File: src/rtl/hsvrgb_pkg.sv
// Package for the HSV to RGB converter: hue geometry constants and the sector type.
// No dependencies; used by the interfaces and imported by every module.
`timescale 1ns / 1ps

package hsvrgb_pkg;

  localparam int unsigned CHANNEL_BITS_DEF = 8;
  localparam int unsigned HUE_W            = 16;
  localparam int unsigned FRAC_W           = 12;     // holds 0..3840
  localparam int unsigned SECTOR_UNITS     = 3840;   // 60 degrees in 1/64 degree units
  localparam int unsigned TURN_UNITS       = 23040;  // full turn
  localparam int unsigned NUM_SECTORS      = 6;
  // SECTOR_UNITS = SECTOR_ODD << SECTOR_SHIFT
  localparam int unsigned SECTOR_SHIFT     = 8;
  localparam int unsigned SECTOR_ODD       = 15;

  typedef enum logic [2:0] {
    SEC_R_Y = 3'd0,
    SEC_Y_G = 3'd1,
    SEC_G_C = 3'd2,
    SEC_C_B = 3'd3,
    SEC_B_M = 3'd4,
    SEC_M_R = 3'd5
  } sector_e;

endpackage

File: src/rtl/hsvrgb_in_if.sv
// Valid/ready channel carrying one HSV pixel per transfer.
// Depends on hsvrgb_pkg.
`timescale 1ns / 1ps

interface hsvrgb_in_if #(
  parameter int unsigned CHANNEL_BITS = hsvrgb_pkg::CHANNEL_BITS_DEF
);
  import hsvrgb_pkg::*;

  logic                    valid;
  logic                    ready;
  logic [HUE_W-1:0]        hue;
  logic [CHANNEL_BITS-1:0] saturation;
  logic [CHANNEL_BITS-1:0] brightness_value;

  modport source (output valid, hue, saturation, brightness_value, input ready);
  modport sink   (input valid, hue, saturation, brightness_value, output ready);
endinterface

File: src/rtl/hsvrgb_out_if.sv
// Valid/ready channel carrying one RGB pixel per transfer.
// Depends on hsvrgb_pkg.
`timescale 1ns / 1ps

interface hsvrgb_out_if #(
  parameter int unsigned CHANNEL_BITS = hsvrgb_pkg::CHANNEL_BITS_DEF
);
  logic                    valid;
  logic                    ready;
  logic [CHANNEL_BITS-1:0] red;
  logic [CHANNEL_BITS-1:0] green;
  logic [CHANNEL_BITS-1:0] blue;

  modport source (output valid, red, green, blue, input ready);
  modport sink   (input valid, red, green, blue, output ready);
endinterface

File: src/rtl/hsvrgb_lane.sv
// One arithmetic lane: q = floor(v * (FULL*3840 - s*x) / (FULL*3840)), four register stages.
// Constant division by reciprocal multiply plus one correction step. Depends on hsvrgb_pkg.
`timescale 1ns / 1ps

module hsvrgb_lane #(
  parameter int unsigned CHANNEL_BITS = hsvrgb_pkg::CHANNEL_BITS_DEF
) (
  input  logic                                 clk_i,
  input  logic [3:0]                           en_i,
  input  logic [CHANNEL_BITS-1:0]              s_i,
  input  logic [CHANNEL_BITS-1:0]              v_i,
  input  logic [hsvrgb_pkg::FRAC_W-1:0]        x_i,
  output logic [CHANNEL_BITS-1:0]              q_o
);
  import hsvrgb_pkg::*;

  localparam int unsigned     C    = CHANNEL_BITS;
  localparam longint unsigned FULL = (64'd1 << C) - 64'd1;
  localparam longint unsigned DEN  = FULL * SECTOR_UNITS;
  localparam int unsigned     SX_W = C + FRAC_W;
  localparam int unsigned     X_W  = 2 * C + FRAC_W;
  localparam int unsigned     Y_W  = X_W - SECTOR_SHIFT;
  localparam longint unsigned DIV  = SECTOR_ODD * FULL;
  localparam int unsigned     K    = Y_W;
  localparam longint unsigned RECP = (64'd1 << K) / DIV;
  localparam int unsigned     M_W  = C + 1;
  localparam int unsigned     P_W  = Y_W + M_W;

  logic [SX_W-1:0] sx_q;
  logic [C-1:0]    v1_q;
  logic [SX_W-1:0] num_w;
  logic [X_W-1:0]  x_q;
  logic [Y_W-1:0]  y3_q, y4_q;
  logic [P_W-1:0]  prod_q;
  logic [M_W-1:0]  qe_q;
  logic [Y_W-1:0]  rem_w;
  logic [M_W-1:0]  qc_w;

  assign num_w = SX_W'(DEN) - sx_q;

  always_ff @(posedge clk_i) begin
    if (en_i[0]) begin
      sx_q <= {{FRAC_W{1'b0}}, s_i} * {{C{1'b0}}, x_i};
      v1_q <= v_i;
    end
    if (en_i[1]) begin
      x_q <= {{(X_W - C){1'b0}}, v1_q} * {{(X_W - SX_W){1'b0}}, num_w};
    end
    if (en_i[2]) begin
      y3_q   <= x_q[X_W-1:SECTOR_SHIFT];
      prod_q <= {{M_W{1'b0}}, x_q[X_W-1:SECTOR_SHIFT]} * P_W'(RECP);
    end
    if (en_i[3]) begin
      qe_q <= prod_q[P_W-1:K];
      y4_q <= y3_q;
    end
  end

  // estimate is exact or one low
  always_comb begin
    rem_w = y4_q - ({{(Y_W - M_W){1'b0}}, qe_q} * Y_W'(DIV));
    qc_w  = (rem_w >= Y_W'(DIV)) ? qe_q + M_W'(1) : qe_q;
  end

  assign q_o = qc_w[C-1:0];

endmodule

File: src/rtl/hsv_to_rgb_converter_unit.sv
// HSV to RGB pixel converter. Accepts one pixel per clock unless the output stalls, and registers
// each result through a sector stage, four stages of the three division lanes (product,
// scale, reciprocal multiply, estimate) and the output register. Every stage stalls on its own,
// so bubbles fill up behind a stalled output. Depends on hsvrgb_pkg, the interfaces and hsvrgb_lane.
`timescale 1ns / 1ps

module hsv_to_rgb_converter_unit #(
  parameter int unsigned CHANNEL_BITS = hsvrgb_pkg::CHANNEL_BITS_DEF
) (
  input  logic         clk_i,
  input  logic         rst_ni,
  hsvrgb_in_if.sink    hsv_i,
  hsvrgb_out_if.source rgb_o
);
  import hsvrgb_pkg::*;

  localparam int unsigned C       = CHANNEL_BITS;
  localparam int unsigned NSTG    = 6;
  localparam int unsigned OUT_STG = NSTG - 1;

  typedef struct packed {
    sector_e      sector;
    logic         zero;
    logic [C-1:0] v;
  } side_t;

  logic [NSTG-1:0]   valid_q;
  logic [NSTG-1:0]   en_w;
  side_t             side_q [OUT_STG];
  logic [C-1:0]      s0_q;
  logic [FRAC_W-1:0] frac0_q;
  logic [HUE_W-1:0]  hue_w;
  logic [2:0]        sect_w;
  logic [FRAC_W-1:0] frac_w;
  logic [FRAC_W-1:0] xt_w;
  logic [C-1:0]      p_w, q_w, t_w;
  logic [C-1:0]      red_d, green_d, blue_d;
  logic [C-1:0]      red_q, green_q, blue_q;

  always_comb begin
    en_w[OUT_STG] = !valid_q[OUT_STG] || rgb_o.ready;
    for (int i = OUT_STG - 1; i >= 0; i--) begin
      en_w[i] = !valid_q[i] || en_w[i+1];
    end
  end

  assign hsv_i.ready = en_w[0];

  always_ff @(posedge clk_i or negedge rst_ni) begin
    if (!rst_ni) begin
      valid_q <= '0;
    end else begin
      if (en_w[0]) valid_q[0] <= hsv_i.valid;
      for (int i = 1; i < NSTG; i++) begin
        if (en_w[i]) valid_q[i] <= valid_q[i-1];
      end
    end
  end

  // sector and offset within it
  always_comb begin
    hue_w  = (hsv_i.hue >= HUE_W'(TURN_UNITS)) ? '0 : hsv_i.hue;
    sect_w = '0;
    for (int k = 1; k < NUM_SECTORS; k++) begin
      if (hue_w >= HUE_W'(k * SECTOR_UNITS)) sect_w = 3'(k);
    end
    frac_w = FRAC_W'(hue_w - HUE_W'(sect_w * SECTOR_UNITS));
  end

  always_ff @(posedge clk_i) begin
    if (en_w[0]) begin
      side_q[0].sector <= sector_e'(sect_w);
      side_q[0].zero   <= (hsv_i.saturation == '0);
      side_q[0].v      <= hsv_i.brightness_value;
      s0_q             <= hsv_i.saturation;
      frac0_q          <= frac_w;
    end
    for (int i = 1; i < OUT_STG; i++) begin
      if (en_w[i]) side_q[i] <= side_q[i-1];
    end
  end

  assign xt_w = FRAC_W'(SECTOR_UNITS) - frac0_q;

  hsvrgb_lane #(.CHANNEL_BITS(C)) u_lane_p (
    .clk_i (clk_i),
    .en_i  (en_w[4:1]),
    .s_i   (s0_q),
    .v_i   (side_q[0].v),
    .x_i   (FRAC_W'(SECTOR_UNITS)),
    .q_o   (p_w)
  );

  hsvrgb_lane #(.CHANNEL_BITS(C)) u_lane_q (
    .clk_i (clk_i),
    .en_i  (en_w[4:1]),
    .s_i   (s0_q),
    .v_i   (side_q[0].v),
    .x_i   (frac0_q),
    .q_o   (q_w)
  );

  hsvrgb_lane #(.CHANNEL_BITS(C)) u_lane_t (
    .clk_i (clk_i),
    .en_i  (en_w[4:1]),
    .s_i   (s0_q),
    .v_i   (side_q[0].v),
    .x_i   (xt_w),
    .q_o   (t_w)
  );

  always_comb begin
    if (side_q[OUT_STG-1].zero) begin
      red_d   = side_q[OUT_STG-1].v;
      green_d = side_q[OUT_STG-1].v;
      blue_d  = side_q[OUT_STG-1].v;
    end else begin
      case (side_q[OUT_STG-1].sector)
        SEC_R_Y: begin
          red_d = side_q[OUT_STG-1].v; green_d = t_w; blue_d = p_w;
        end
        SEC_Y_G: begin
          red_d = q_w; green_d = side_q[OUT_STG-1].v; blue_d = p_w;
        end
        SEC_G_C: begin
          red_d = p_w; green_d = side_q[OUT_STG-1].v; blue_d = t_w;
        end
        SEC_C_B: begin
          red_d = p_w; green_d = q_w; blue_d = side_q[OUT_STG-1].v;
        end
        SEC_B_M: begin
          red_d = t_w; green_d = p_w; blue_d = side_q[OUT_STG-1].v;
        end
        default: begin
          red_d = side_q[OUT_STG-1].v; green_d = p_w; blue_d = q_w;
        end
      endcase
    end
  end

  always_ff @(posedge clk_i) begin
    if (en_w[OUT_STG]) begin
      red_q   <= red_d;
      green_q <= green_d;
      blue_q  <= blue_d;
    end
  end

  assign rgb_o.valid = valid_q[OUT_STG];
  assign rgb_o.red   = red_q;
  assign rgb_o.green = green_q;
  assign rgb_o.blue  = blue_q;

  a_gray_out: assert property (@(posedge clk_i) disable iff (!rst_ni)
    (en_w[OUT_STG] && valid_q[OUT_STG-1] && side_q[OUT_STG-1].zero)
    |=> (red_q == green_q && green_q == blue_q))
    else $error("zero saturation pixel not gray");

  a_max_is_v: assert property (@(posedge clk_i) disable iff (!rst_ni)
    (en_w[OUT_STG] && valid_q[OUT_STG-1])
    |=> (red_q == $past(side_q[OUT_STG-1].v) || green_q == $past(side_q[OUT_STG-1].v)
         || blue_q == $past(side_q[OUT_STG-1].v)))
    else $error("no channel carries the value");

  a_room_taken: assert property (@(posedge clk_i) disable iff (!rst_ni)
    !valid_q[0] |-> hsv_i.ready)
    else $error("input stalled with an empty first stage");

  a_lane_bound: assert property (@(posedge clk_i) disable iff (!rst_ni)
    valid_q[OUT_STG-1] |-> (p_w <= side_q[OUT_STG-1].v && q_w <= side_q[OUT_STG-1].v
                            && t_w <= side_q[OUT_STG-1].v))
    else $error("lane quotient exceeds value");

endmodule

File: src/flat_wrapper.sv
// flat-port wrapper written by rule: the top's interface ports become plain ports
module hsv_to_rgb_converter_unit_flat import hsvrgb_pkg::*;
#(
  parameter int unsigned CHANNEL_BITS = hsvrgb_pkg::CHANNEL_BITS_DEF
)
  (clk_i, rst_ni, hsv_i_valid, hsv_i_hue, hsv_i_saturation, hsv_i_brightness_value, hsv_i_ready, rgb_o_valid, rgb_o_red, rgb_o_green, rgb_o_blue, rgb_o_ready);
  hsvrgb_in_if #(.CHANNEL_BITS(CHANNEL_BITS)) hsv_i_i ();
  hsvrgb_out_if #(.CHANNEL_BITS(CHANNEL_BITS)) rgb_o_i ();
  input  logic clk_i;
  input  logic rst_ni;
  input wire logic [$bits(hsv_i_i.valid)-1:0] hsv_i_valid;
  input wire logic [$bits(hsv_i_i.hue)-1:0] hsv_i_hue;
  input wire logic [$bits(hsv_i_i.saturation)-1:0] hsv_i_saturation;
  input wire logic [$bits(hsv_i_i.brightness_value)-1:0] hsv_i_brightness_value;
  output wire logic [$bits(hsv_i_i.ready)-1:0] hsv_i_ready;
  output wire logic [$bits(rgb_o_i.valid)-1:0] rgb_o_valid;
  output wire logic [$bits(rgb_o_i.red)-1:0] rgb_o_red;
  output wire logic [$bits(rgb_o_i.green)-1:0] rgb_o_green;
  output wire logic [$bits(rgb_o_i.blue)-1:0] rgb_o_blue;
  input wire logic [$bits(rgb_o_i.ready)-1:0] rgb_o_ready;
  assign hsv_i_i.valid = hsv_i_valid;
  assign hsv_i_i.hue = hsv_i_hue;
  assign hsv_i_i.saturation = hsv_i_saturation;
  assign hsv_i_i.brightness_value = hsv_i_brightness_value;
  assign hsv_i_ready = hsv_i_i.ready;
  assign rgb_o_valid = rgb_o_i.valid;
  assign rgb_o_red = rgb_o_i.red;
  assign rgb_o_green = rgb_o_i.green;
  assign rgb_o_blue = rgb_o_i.blue;
  assign rgb_o_i.ready = rgb_o_ready;
  hsv_to_rgb_converter_unit #(.CHANNEL_BITS(CHANNEL_BITS)) u_core (.clk_i(clk_i), .rst_ni(rst_ni), .hsv_i(hsv_i_i), .rgb_o(rgb_o_i));
endmodule
File: config.mk
export PLATFORM = sky130hd
export DESIGN_NAME = hsv_to_rgb_converter_unit_flat
export DESIGN_NICKNAME = d
export VERILOG_FILES = /design/src/rtl/hsvrgb_pkg.sv /design/src/rtl/hsvrgb_in_if.sv /design/src/rtl/hsvrgb_out_if.sv /design/src/rtl/hsvrgb_lane.sv /design/src/rtl/hsv_to_rgb_converter_unit.sv /design/src/flat_wrapper.sv
export SDC_FILE = /design/constraint.sdc
export NUM_CORES = 2
export LEC_CHECK = 0
export BUFFER_PORTS_ARGS = -buffer_cell sky130_fd_sc_hd__buf_2
export CAP_MARGIN = 30
export CORE_MARGIN = 1
export CORE_UTILIZATION = 65
export DETAILED_ROUTE_END_ITERATION = 16
export GPL_TIMING_DRIVEN = 1
export PLACE_DENSITY = 0.82
export SLEW_MARGIN = 10
export SYNTH_ARGS = -nofsm -noshare
export SYNTH_HDL_FRONTEND = slang
export SYNTH_HIERARCHICAL = 1
export SYNTH_SLANG_ARGS = --single-unit
File: constraint.sdc
create_clock -name clk_i -period 9.6 [get_ports clk_i]
set_clock_uncertainty 0.15 [all_clocks]
set_input_delay 1.92 -clock clk_i [delete_from_list [all_inputs] [get_ports clk_i]]
set_output_delay 1.92 -clock clk_i [all_outputs]
set_load 0.01 [all_outputs]
======== After elaboration in Yosys (flattened, before gate mapping) ========
Memories as Yosys holds them, arrays and structs flattened.
Cells that the tools add are included.
storage, ports and cells
  bits in writable memories ............... 60
  register bits after elaboration ......... 425
  memories ................................ 1
  output and inout bits ................... 26
  word-level logic and storage cells ...... 111
  input bits .............................. 36
operators by class
  reduce and logical (&&, ||, !) cells .... 18
  equality and inequality tests ........... 4
  multipliers ............................. 13
  order comparisons ....................... 9
  $add $sub $neg .......................... 11
  muxes and demuxes ....................... 25
memory list
  memory         words  width  rd ports  clocked after memory_dff  write ports  line                             source
  u_core.side_q  5      12     5         0                         5            hsv_to_rgb_converter_unit.sv:29  side_t side_q [OUT_STG];
operator list
  operator                count
  $mul 20x8->28 const B   3
  $mul 8x20->28           3
  $pmux 8 s3              3
  $ge 20x12->1 const B    3
  $mul 9x12->20 const B   3
  $sub 20x20->20          3
  $sub 20x20->20 const A  3
  $mux 8                  6
  $mul 8x12->20           2
  $ge 16x14->1 const B    2
  $ge 16x15->1 const B    2
  $add 8x1->8 const B     3
  $ge 16x12->1 const B    1
  $ge 16x13->1 const B    1
  $mux 16                 1
  $mul 8x4->12 const B    1
  $sub 12x12->12          1
  $sub 12x12->12 const A  1
  $mux 1                  11
  $logic_not 8->1         1
  $reduce_or 2->1         4
  $eq 3x2->1 const B      2
  $logic_not 1->1         6
  $logic_or 1x1->1        6
  6 further kinds         8

======== Longest topological paths before layout ========
  depth in word-level cells ............... 10
  depth in mapped cells ................... 28
  mapped depth without buffers ............ 28

======== By module ========
The synthesis kept the hierarchy.
by module, submodules not included
  module                          area each (um2)  sequential area each (um2)  instances  cells an instance
  hsvrgb_lane at u_core.u_lane_q  15887.7          3183.1                      1          1621
  hsvrgb_lane at u_core.u_lane_t  15756.4          3183.1                      1          1610
  hsvrgb_lane at u_core.u_lane_p  15512.4          3183.1                      1          1569
  hsv_to_rgb_converter_unit       4917.2           3273.1                      1          365

======== Worst setup path before layout ========
OpenSTA, ideal clock, no wires.
  path type ............................... flip-flop to flip-flop
  from .................................... register u_core.u_lane_q.sx_q[3]
  to ...................................... register u_core.u_lane_q.x_q[25] (data pin)
  stages on the path, launching flop included .. 25
  slack ................................... 2.990 ns
  path buffers ............................ 0
  required time ........................... 9.192 ns
  arrival time ............................ 6.202 ns
  library setup time ...................... 0.258 ns
  clock period less this slack ............ 6.610 ns
  cell sequence ........................... edfxtp_1 nor4_1 and4bb_2 nor2b_1 or4_1 nand3_1 xor2_1 nand2_1 fa_1 inv_1 fa_1 inv_1 fa_1 fa_1 inv_1 ha_1 a21o_1 a21o_1 a21o_1 a311o_1 a311o_1 and3_1 o21a_1 nor2_1 xnor2_1
on the way
  word-level cells in the longest chain between the ends .. 2
RTL lines
  element                 line               source
  from (decl)             hsvrgb_lane.sv:29  logic [SX_W-1:0] sx_q;
  from (signal assigned)  hsvrgb_lane.sv:43  sx_q <= {{FRAC_W{1'b0}}, s_i} * {{C{1'b0}}, x_i};
  $sub 20x20->20          hsvrgb_lane.sv:39  assign num_w = SX_W'(DEN) - sx_q;
  $mul 8x20->28           hsvrgb_lane.sv:47  x_q <= {{(X_W - C){1'b0}}, v1_q} * {{(X_W - SX_W){1'b0}}, num_w};
  to (signal assigned)    hsvrgb_lane.sv:47
  to (decl)               hsvrgb_lane.sv:32  logic [X_W-1:0] x_q;
Every way passes these cells.
A chain may end at the register's enable or synchronous reset.

======== Worst setup path after layout ========
  from .................................... register u_core.u_lane_t.sx_q[3]
  to ...................................... register u_core.u_lane_t.x_q[27] (data pin)
on the way
  word-level cells in the longest chain between the ends .. 2
RTL lines
  element                 line
  from (decl)             hsvrgb_lane.sv:29
  from (signal assigned)  hsvrgb_lane.sv:43
  $sub 20x20->20          hsvrgb_lane.sv:39
  $mul 8x20->28           hsvrgb_lane.sv:47
  to (signal assigned)    hsvrgb_lane.sv:47
  to (decl)               hsvrgb_lane.sv:32
Every way passes these cells.

==> results.md <==
Synthesis:
- Among all flip-flop cells after synthesis, the most frequent one is edfxtp_1.
- The synthesis warning total is 6.
- Of all cell types, the one taking the most synthesized area is fa_1.
- The number of flops mapped to enable cells by yosys is 422.
- The number of instances in the synthesized netlist is 5165.
- The total of flip-flops plus latches after synthesis is 428.
- The synthesized area is 52100 um2.
- After synthesis, the cell types taking the most area are fa_1 (26%), edfxtp_1 (24%), ha_1 (15%).
- Sequential elements use 24.6% of the synthesized area.
- The fraction of synthesis flops using an asynchronous set or reset pin is 1.40%.
- The area share of the leading cell type in the synthesized netlist is 25.9%.
- The count of different cell masters after synthesis is 104.
- The per-instance average area after synthesis is 10.1 um2.
- Sorting the synthesized cells by how often they occur yields inv_1 (1141), fa_1 (674), ha_1 (633), nand2_1 (485), edfxtp_1 (422).
- Yosys instantiated no cell more often than inv_1.

STA:
- The max-slew violation count is 0.
- The highest achievable clock rate is 133 MHz.
- The final hold violation count is 0.
- Setup repair after global routing left no endpoint under its margin.
- The setup-violating endpoint count in the final report is 0.
- In the finished design, the share of the clock period the worst path needs comes to 78.2%.
- The normalized max-slew margin is 42.3%.
- After routing, the total negative slack on setup checks comes to 0 ns.
- At the pin with the least slew margin, the transition time is 0.859 ns.
- The clock period minus final worst setup slack is 7.51 ns.

GRT:
- Global routing used 3.54% of the available met3 tracks.
- The number of antenna violations at the first check in global routing is 1.
- For this run, global-route usage on met1 was measured as 35.4%.
- The highest-utilization routing layer at the global route stage is met2.
- The total track usage is 26.9%.
- Global routing consumed, on the met2 layer, 45.8% of the routing resources.
- The first global-routing pass estimated 179000 um of wire.
- The maximum number of pins on one net before global-route repair is 74.
- The sum of overflow across all layers after global routing is 0.
- The number of global-route vias before repair came to 37100.

Status:
- The flow ran to the end, and the final reports show no timing, DRC or antenna violations.

Finish:
- The count of antenna diodes in the layout is 0.
- Relative to the synthesized area, the layout overhead comes to 6.34%.
- Of the cells placed in the final design, the portion with a size suffix greater than 1 is 3.83%.
- After routing the design area is 55400 um2.
- The net count of the finished layout is 6633.
- The count of fill cells added during filler insertion is 5602.

Placement:
- At the end of routability-driven placement, the weighted congestion stood at 0.926.
- The HPWL after detailed placement is 83400 um.
- Buffers placed on the I/O ports in this run total 61.
- Summing all placed instances gives a cell area of 53800 um2.

Setup path:
- Of all nets on the critical path, the largest fanout is 8.
- The type of element launching the critical path is a flip-flop.
- In this run the worst setup path begins at u_core/u_lane_t/sx_q[3].
- Data on the critical path is required at its endpoint by 9.81 ns.
- The category of the critical setup timing path is flip-flop to flip-flop.
- The worst setup path is captured at a flip-flop.
- The startpoint identified for the worst register-to-register timing path is u_core/u_lane_t/sx_q[3].
- Data on the critical path arrives at its endpoint at 7.72 ns.

CTS:
- The count of hold buffers inserted by post-cts repair is 0.
- After clock tree synthesis, the clock-pin slew on the worst setup and hold paths is 0.06 ns.
- The root buffer cell chosen for the clock tree is clkbuf_16.
- The number of clock buffers inserted by TritonCTS is 46.
- The clock reaches the later pin of the worst-skew pair after 0.61 ns.
- The total number of H-tree levels is 2.
- No sink is reached through more buffers than the 3 on the longest clock path.
- The post-CTS repair timing setup buffer count is 0.
- Once the clock tree was built, the resizer swapped 0 gates to a different size.
- TritonCTS built the clock tree.
- The clock drives 428 sinks.

Floorplan:
- The die covers 81300 um2.
- The floorplan row count is 103.
- The floorplan step set the die width to 285 um.
- The vertical extent of the die is 285 um.
- 62 I/O pins were placed.
- Once the floorplan was initialized, standard cells occupied 65.8% of the core.
- The placeable core region is 79100 um2.

Detailed routing:
- The post-detailed-route DRC marker count is 0.
- The per-cell routed wire length is 16.6 um.
- The routed design has 106000 um of wire.
- The number of vias per cell is 5.53.
- The count of antenna-violating nets left after detailed routing is 0.
- The routed layout has 35300 vias.
- The count of routing violations after the opening detailed-route iteration is 2032.
- For this run, the detailed router's first-pass iteration total came to 6.

Hold path:
- The startpoint identified for the worst hold timing path is u_core/side_q[0][34].
- The type of the worst min-delay path is flip-flop to flip-flop.

Flow run:
- The tool flagged a number of max-cap violations equal to 0.
[cell usage in the layout (no fill, tap or decap), drive strengths merged, types with 29 or more instances in the layout]
master and instances:
a21o 54, a21oi 169, a31oi 29, and2 408, and3 29, buf 80, clkbuf 58, conb 96
edfxtp 422, fa 674, ha 633, inv 1145, mux2i 32, nand2 486, nand2b 31, nand3 51
nor2 165, nor2b 49, nor3 43, o21ai 81, xnor2 147, xor2 92
[worst paths after layout]
| check | endpoint | slack, ns | depth (start not counted) |
|---|---|---|---|
| setup / recovery | u_core/u_lane_t/x_q[27] | 2.09 | 24 |
| hold reg to reg | u_core/side_q[0][46] | 0.25 | 0 |
| hold / removal | u_core/side_q[0][46] | 0.25 | 0 |
| setup reg to reg | u_core/u_lane_t/x_q[27] | 2.09 | 24 |
| max in group asynchronous | u_core/valid_q[4] | 8.18 | 1 |
| min in group asynchronous | u_core/valid_q[3] | 0.98 | 1 |
[final cells by class]
| class | instances | area [um2] | share of cell area [%] |
|---|---|---|---|
| timing repair buffer | 80 | 515 | 0.931 |
| clock buffer | 58 | 1200 | 2.16 |
| tap | 1050 | 1310 | 2.37 |
| multi-input combinational | 3593 | 35000 | 63.1 |
| inverter | 1141 | 4280 | 7.73 |
| clock inverter | 25 | 290 | 0.524 |
| sequential | 428 | 12800 | 23.2 |
[cells by family after synthesis]
family,synth area share [%]
AO/OA/AOI/OAI,6.92
XOR/XNOR,4.12
adder cells (fa/ha/maj),41.1
buffers and inverters,8.99
flip-flops,24.6
multiplexers,0.658
other,0.0144
AND/OR/NAND/NOR,13.5
[stage by stage]
stage,instances,utilization (%),hold slack [ns],setup slack [ns]
4_1_cts,6373,69.9,0.253,2.28
5_1_grt,6375,70.0,0.247,1.83
2_1_floorplan,5259,-,0.250,2.99
3_3_place_gp,6288,68.0,0.251,2.60
3_5_place_dp,6290,68.1,0.255,2.34
6_report,6375,70.0,0.250,2.09
[metal layers]
layer  share of wire (%)  vias to the layer above
met2                  49                     1074
met5              0.0085                        -
met1                  43                    17300
li1                    -                    16700
met3                 5.4                      208
met4                 3.3                        2
[critical path, stage by stage (launching register included)]
cell,delay [ns]
edfxtp_1,0.47
or4_1,0.62
or3_1,0.39
nand2_1,0.11
a21oi_1,0.09
o21ai_0,0.22
xor2_1,0.57
nand2_1,0.17
fa_1,0.56
inv_1,0.05
fa_1,0.52
inv_1,0.05
fa_1,0.48
inv_1,0.05
fa_1,0.45
ha_1,0.35
nand2_1,0.13
nor3_1,0.08
a221oi_1,0.30
o21ai_0,0.16
a31oi_1,0.36
o21ai_0,0.22
or3_1,0.36
a31oi_1,0.25
xnor2_1,0.10
[registers in the layout, indices dropped and copies added, names as in the netlist, 12 cells and up]
name and count:
u_core/u_lane_q/y3_q 20, u_core/u_lane_p/y4_q 20, u_core/u_lane_q/y4_q 20, u_core/u_lane_p/sx_q 20, u_core/u_lane_t/y3_q 20, u_core/side_q 60, u_core/u_lane_p/x_q 20, u_core/u_lane_p/y3_q 20
u_core/u_lane_t/y4_q 20, u_core/u_lane_q/sx_q 20, u_core/u_lane_t/sx_q 20, u_core/u_lane_q/x_q 20, u_core/frac0_q 12, u_core/u_lane_t/x_q 20
Power is left out: the tool's default activity adds up to more than one toggle a clock period on the data nets, which glitch-free logic cannot reach.
